===== src/design/sbs_pkg.sv =====
// shared types, constants and helpers of the selective background subtraction block
package sbs_pkg;

    localparam int unsigned IDX_W      = 19;
    localparam int unsigned PIX_W      = 8;
    localparam int unsigned RATE_W     = 17;
    localparam int unsigned RATE_FRAC  = 16;
    localparam int unsigned CFG_IDX_W  = 2;
    localparam int unsigned CFG_DATA_W = 17;
    localparam int unsigned GRAY_SUM_W = 23;
    localparam int unsigned GRAY_SHIFT = 14;

    localparam int unsigned SBS_FRAME_PIXELS = 524288;

    // luma weights, q14
    localparam logic [GRAY_SUM_W-1:0] GRAY_KB  = GRAY_SUM_W'(1868);
    localparam logic [GRAY_SUM_W-1:0] GRAY_KG  = GRAY_SUM_W'(9617);
    localparam logic [GRAY_SUM_W-1:0] GRAY_KR  = GRAY_SUM_W'(4899);
    localparam logic [GRAY_SUM_W-1:0] GRAY_RND = GRAY_SUM_W'(8192);

    localparam logic [RATE_W-1:0] RATE_ONE = RATE_W'(65536);

    localparam logic [PIX_W-1:0]  THR_RESET     = PIX_W'(30);
    localparam logic [RATE_W-1:0] RATE_BG_RESET = RATE_W'(1311);
    localparam logic [RATE_W-1:0] RATE_FG_RESET = RATE_W'(66);

    localparam logic [CFG_IDX_W-1:0] CFG_THRESHOLD = CFG_IDX_W'(0);
    localparam logic [CFG_IDX_W-1:0] CFG_RATE_BG   = CFG_IDX_W'(1);
    localparam logic [CFG_IDX_W-1:0] CFG_RATE_FG   = CFG_IDX_W'(2);

    typedef enum logic {
        OP_PROCESS = 1'b0,
        OP_LOAD    = 1'b1
    } t_op;

    typedef struct packed {
        t_op              operation;
        logic [IDX_W-1:0] pixel_index;
        logic [PIX_W-1:0] red;
        logic [PIX_W-1:0] green;
        logic [PIX_W-1:0] blue;
        logic [PIX_W-1:0] load_value;
    } t_in_word;

    typedef struct packed {
        logic [IDX_W-1:0] pixel_index_out;
        logic             foreground;
    } t_out_word;

    // item as it moves down the pipeline once gray is known
    typedef struct packed {
        t_op              op;
        logic [IDX_W-1:0] idx;
        logic [PIX_W-1:0] gray;
        logic [PIX_W-1:0] load_value;
    } t_item;

    typedef struct packed {
        logic [PIX_W-1:0]  threshold;
        logic [RATE_W-1:0] rate_bg;
        logic [RATE_W-1:0] rate_fg;
    } t_cfg;

    typedef struct packed {
        logic             valid;
        logic [IDX_W-1:0] pixel_index;
        logic             foreground;
    } t_result;

    function automatic int unsigned slot_width(input int unsigned depth);
        int unsigned w;
        w = (depth > 1) ? $clog2(depth) : 1;
        return w;
    endfunction

endpackage


===== src/design/sbs_front.sv =====
// front stages: gray conversion and frame slot reduction over three register stages
module sbs_front import sbs_pkg::*; #(
    parameter int unsigned FRAME_PIXELS = SBS_FRAME_PIXELS
) (
    input  logic                                 i_clk,
    input  logic                                 i_rst_n,
    input  logic                                 i_en,
    input  logic                                 i_valid,
    input  t_in_word                             i_data,
    output logic                                 o_valid,
    output t_item                                o_item,
    output logic [slot_width(FRAME_PIXELS)-1:0]  o_slot
);

    localparam int unsigned SLOT_W = slot_width(FRAME_PIXELS);
    localparam int unsigned LOG_F  = $clog2(FRAME_PIXELS);
    localparam int unsigned SHIFT  = IDX_W + LOG_F;
    localparam int unsigned M_W    = IDX_W + 1;
    localparam int unsigned PROD_W = IDX_W + M_W;
    localparam int unsigned MOD_W  = ((SLOT_W > IDX_W) ? SLOT_W : IDX_W) + 1;

    // floor(2^SHIFT / F): the estimated quotient is exact or one low
    localparam logic [63:0]      M_FULL  = (64'd1 << SHIFT) / 64'(FRAME_PIXELS);
    localparam logic [M_W-1:0]   M_RECIP = M_FULL[M_W-1:0];
    localparam logic [IDX_W-1:0] F_LO    = IDX_W'(FRAME_PIXELS);
    localparam logic [MOD_W-1:0] F_MOD   = MOD_W'(FRAME_PIXELS);

    logic                  r1_valid, r2_valid, r3_valid;
    t_item                 r1_item, r2_item, r3_item;
    logic [IDX_W-1:0]      r1_q;
    logic [IDX_W-1:0]      r2_rem;
    logic [SLOT_W-1:0]     r3_slot;

    logic [GRAY_SUM_W-1:0] gray_sum;
    logic [PROD_W-1:0]     q_prod;
    logic [PROD_W-1:0]     q_shift;
    logic [2*IDX_W-1:0]    qf_prod;
    logic [MOD_W-1:0]      rem_ext;
    logic [MOD_W-1:0]      slot_full;
    t_item                 n1_item;

    always_comb begin
        gray_sum = GRAY_KB * GRAY_SUM_W'(i_data.blue)
                 + GRAY_KG * GRAY_SUM_W'(i_data.green)
                 + GRAY_KR * GRAY_SUM_W'(i_data.red)
                 + GRAY_RND;
        n1_item.op         = i_data.operation;
        n1_item.idx        = i_data.pixel_index;
        n1_item.gray       = gray_sum[GRAY_SHIFT +: PIX_W];
        n1_item.load_value = i_data.load_value;
        q_prod  = PROD_W'(i_data.pixel_index) * PROD_W'(M_RECIP);
        q_shift = q_prod >> SHIFT;
    end

    always_comb begin
        qf_prod = (2*IDX_W)'(r1_q) * (2*IDX_W)'(F_LO);
    end

    always_comb begin
        rem_ext   = MOD_W'(r2_rem);
        slot_full = (rem_ext >= F_MOD) ? (rem_ext - F_MOD) : rem_ext;
    end

    always_ff @(posedge i_clk) begin
        if (!i_rst_n) begin
            r1_valid <= 1'b0;
            r2_valid <= 1'b0;
            r3_valid <= 1'b0;
        end else if (i_en) begin
            r1_valid <= i_valid;
            r2_valid <= r1_valid;
            r3_valid <= r2_valid;
        end
    end

    always_ff @(posedge i_clk) begin
        if (i_en) begin
            r1_item <= n1_item;
            r1_q    <= q_shift[IDX_W-1:0];
            r2_item <= r1_item;
            // true remainder fits the index width, so the product wraps harmlessly
            r2_rem  <= r1_item.idx - qf_prod[IDX_W-1:0];
            r3_item <= r2_item;
            r3_slot <= slot_full[SLOT_W-1:0];
        end
    end

    assign o_valid = r3_valid;
    assign o_item  = r3_item;
    assign o_slot  = r3_slot;

endmodule


===== config.mk =====
export PLATFORM = sky130hd
export DESIGN_NAME = sbs_front
export DESIGN_NICKNAME = d
export VERILOG_FILES = /design/src/design/sbs_pkg.sv /design/src/design/sbs_front.sv
export SDC_FILE = /design/constraint.sdc
export NUM_CORES = 1
export LEC_CHECK = 0
export BUFFER_PORTS_ARGS = -buffer_cell sky130_fd_sc_hd__buf_2
export CORE_MARGIN = 10
export CORE_UTILIZATION = 54
export DETAILED_ROUTE_END_ITERATION = 8
export HOLD_SLACK_MARGIN = 0.02
export MAX_ROUTING_LAYER = met4
export PLACE_DENSITY = 0.82
export SYNTH_ARGS = -nofsm -noshare
export SYNTH_HDL_FRONTEND = slang
export SYNTH_SLANG_ARGS = --single-unit

===== constraint.sdc =====
create_clock -name i_clk -period 10 [get_ports i_clk]
set_input_delay 0.5 -clock i_clk [delete_from_list [all_inputs] [get_ports i_clk]]
set_output_delay 0.5 -clock i_clk [all_outputs]
set_load 0.02 [all_outputs]

==> out/qor.yml <==
avgRoutedWirePerCell_um: 15.7
worst_max_slew_margin_expressed_relative_to_the_limit_pct: 47.5
grt_remaining_overflow: 0
antennaDiodeCount: 0
dp_hpwl_um: 13600
setup_repair_after_global_routing_missed_its_margin: "no"
synth_top_area_share_pct: 37.9
clk-insertion-delay-late_ns: 0.34
max_stage_delay_ns: 0.54
grt_use_total_pct: 16.1
synthesis.instances: 679
drt-initial-drc-count: 287
floorplan.die.width_um: 146
synth.ff_latch_count: 111
synthDistinctLibCells: 47
grt_start_max_net_pins: 68
drt_pre_antenna_iters: 5
number_of_nets_with_antenna_violations_after_routing: 0
ys_dominant_reg_cell: "edfxtp_1"
synthesis.yosys.warnings: 0
cap_violations: 0
hold_path_class: "in -> reg"
synth.cells.most_frequent: "inv_1 (204), ha_1 (143), edfxtp_1 (108)"
cts_sinks: 111
synth_area_per_cell_um2: 12.6
crit_path_time_final_ns: 7.38
clock_tree_from_tritoncts: "yes"
vias: 4898
hold_viol: 0
root_buffer: "clkbuf_16"
totalNegativeSetupSlack_ns: 0
path_clk_slew_ns: 0.07
number_of_standard_cell_rows_in_the_floorplan: 45
layout_worst_path_cycle_share_pct: 73.8
required_ns: 10.09
finalSetupViolations: 0
yosys.cell_count.top_type: "inv_1"
synth_fp_nets: 965
cp_max_fo: 6
fin_worst_skew_ns: 0.00434
criticalPathCategory: "in -> reg"
drc: 0
gp_congestion: 0.939
routed_via_density: 4.90
grt_pass1_wl_um: 26900
layout-drive-gt1-share_pct: 17.9
floorplan.die.height_um: 146
post-cts-setup-buffer-count: 0
async_reset_ff_share_pct: 0
post_synthesis_to_final_layout_area_growth_pct: 11.8
critical_path_arrival_ns: 7.47
ctsHoldBuffers: 0
drt-total-wl_um: 15700
coreArea_um2: 15400
numCtsBuffers: 9
h-tree-depth: 3
grt_antenna_before_repair: 0
syn-cell-area_um2: 8570
buffer_ports.inserted: 111
design.portCount: 112
first_global_vias: 5337
num-nets-final: 1069
synth_edf_count: 108
final-max-slew-violation-count: 0
cts_resized: 0
timing.fmax_ghz: 0.135
initial_core_util_pct: 55.7
design.die.area_um2: 21300
synth-seq-area-share_pct: 38.6
critical-path-slowest-cell: "fa_1"
post_synth_main_area_contributors: "edfxtp_1 (38%), ha_1 (21%), fa_1 (20%)"
critPathCaptureType: "register"
worst_tran_pin_value_ns: 0.787
cell_accounting_for_the_most_synthesized_area: "edfxtp_1"
run_status: "complete, no violations"
crit_path_start_kind: "input port"
cts_buffer_depth: 2
[cells in the final DEF (no fill, tap or decap), types with 2 or more instances in the layout]
cell type,n
xor2_1,8
clkinv_2,2
o21ai_0,3
nor3_1,5
nand3_1,4
o21bai_1,2
nand4_1,4
bufinv_16,2
o21a_1,4
or2_2,3
nor2b_1,4
nor4_1,2
inv_1,204
edfxtp_1,108
clkbuf_16,9
a211oi_2,2
mux2i_1,3
xnor2_1,12
a2111oi_0,2
fa_1,87
buf_2,110
ha_1,143
a21oi_1,9
dfxtp_1,3
and3_1,3
buf_4,2
a21o_1,6
nand2_1,6
nor2_1,11
[worst max-delay path, delay by kind of cell]
family | cells | cell delay [ns]
AO/OA/AOI/OAI | 9 | 1.89
AND/OR/NAND/NOR | 4 | 0.48
adder cells (fa/ha/maj) | 10 | 4.09
buffers and inverters | 5 | 0.36
XOR/XNOR | 1 | 0.12
[flip-flops by register name (all words and copies together) (netlist names)]
name,flops
o_valid,1
r2_item,36
r2_valid,1
r1_valid,1
o_item,36
r1_item,36
[final timing paths]
kind                             startpoint           to  slack, ns  depth (start not counted)
worst min register to register  r1_item[23]  r2_item[23]       0.42                          0
worst max register to register  r2_item[15]   o_item[15]       9.29                          0
worst min-delay path             i_data[37]  r1_item[21]       0.33                          1
worst max-delay path             i_data[14]  r1_item[15]       2.62                         29
[layer usage]
layer,vias to the layer above,track usage [%],part of all wire [%]
li1,2386,-,-
met1,2353,19.9,45
met2,142,26.1,48
met3,17,3.17,5.8
met4,0,5.01,1.7
met5,-,-,0
[stage by stage]
stage / std cells / util (%) / instance area (um2) / hold WS, ns / setup slack [ns]
after global placement: 983 / 60.2 / 9250 / 0.400 / 2.41
after CTS: 999 / 62.3 / 9570 / 0.318 / 2.62
after global routing: 999 / 62.3 / 9570 / 0.314 / 2.16
after floorplan: 679 / - / 8570 / 0.400 / 2.77
final: 999 / 62.3 / 9570 / 0.332 / 2.62
after detailed placement: 983 / 60.2 / 9250 / 0.405 / 2.25
[cell type report]
type / instances / area [um2]
fillers: 1201 / 5800
multi-input cells: 345 / 4350
flip-flops and latches: 111 / 3300
inverters: 204 / 766
repair buffers: 112 / 566
well taps: 211 / 264
clock buffers: 9 / 225
clock inverters: 7 / 95.1
[cells by family (layout without fill, tap and decap cells)]
kind of cell	Yosys count	in the layout	share of synthesized area (%)
adder cells (fa/ha/maj)	230	230	41.2
buffers and inverters	223	332	10.6
flip-flops	111	111	38.6
AND/OR/NAND/NOR	52	52	3.48
AO/OA/AOI/OAI	40	40	3.74
XOR/XNOR	20	20	2.05
multiplexers	3	3	0.351
Power is not shown: default switching activity piles up to over one toggle a cycle in this logic, so the estimate is an artifact.
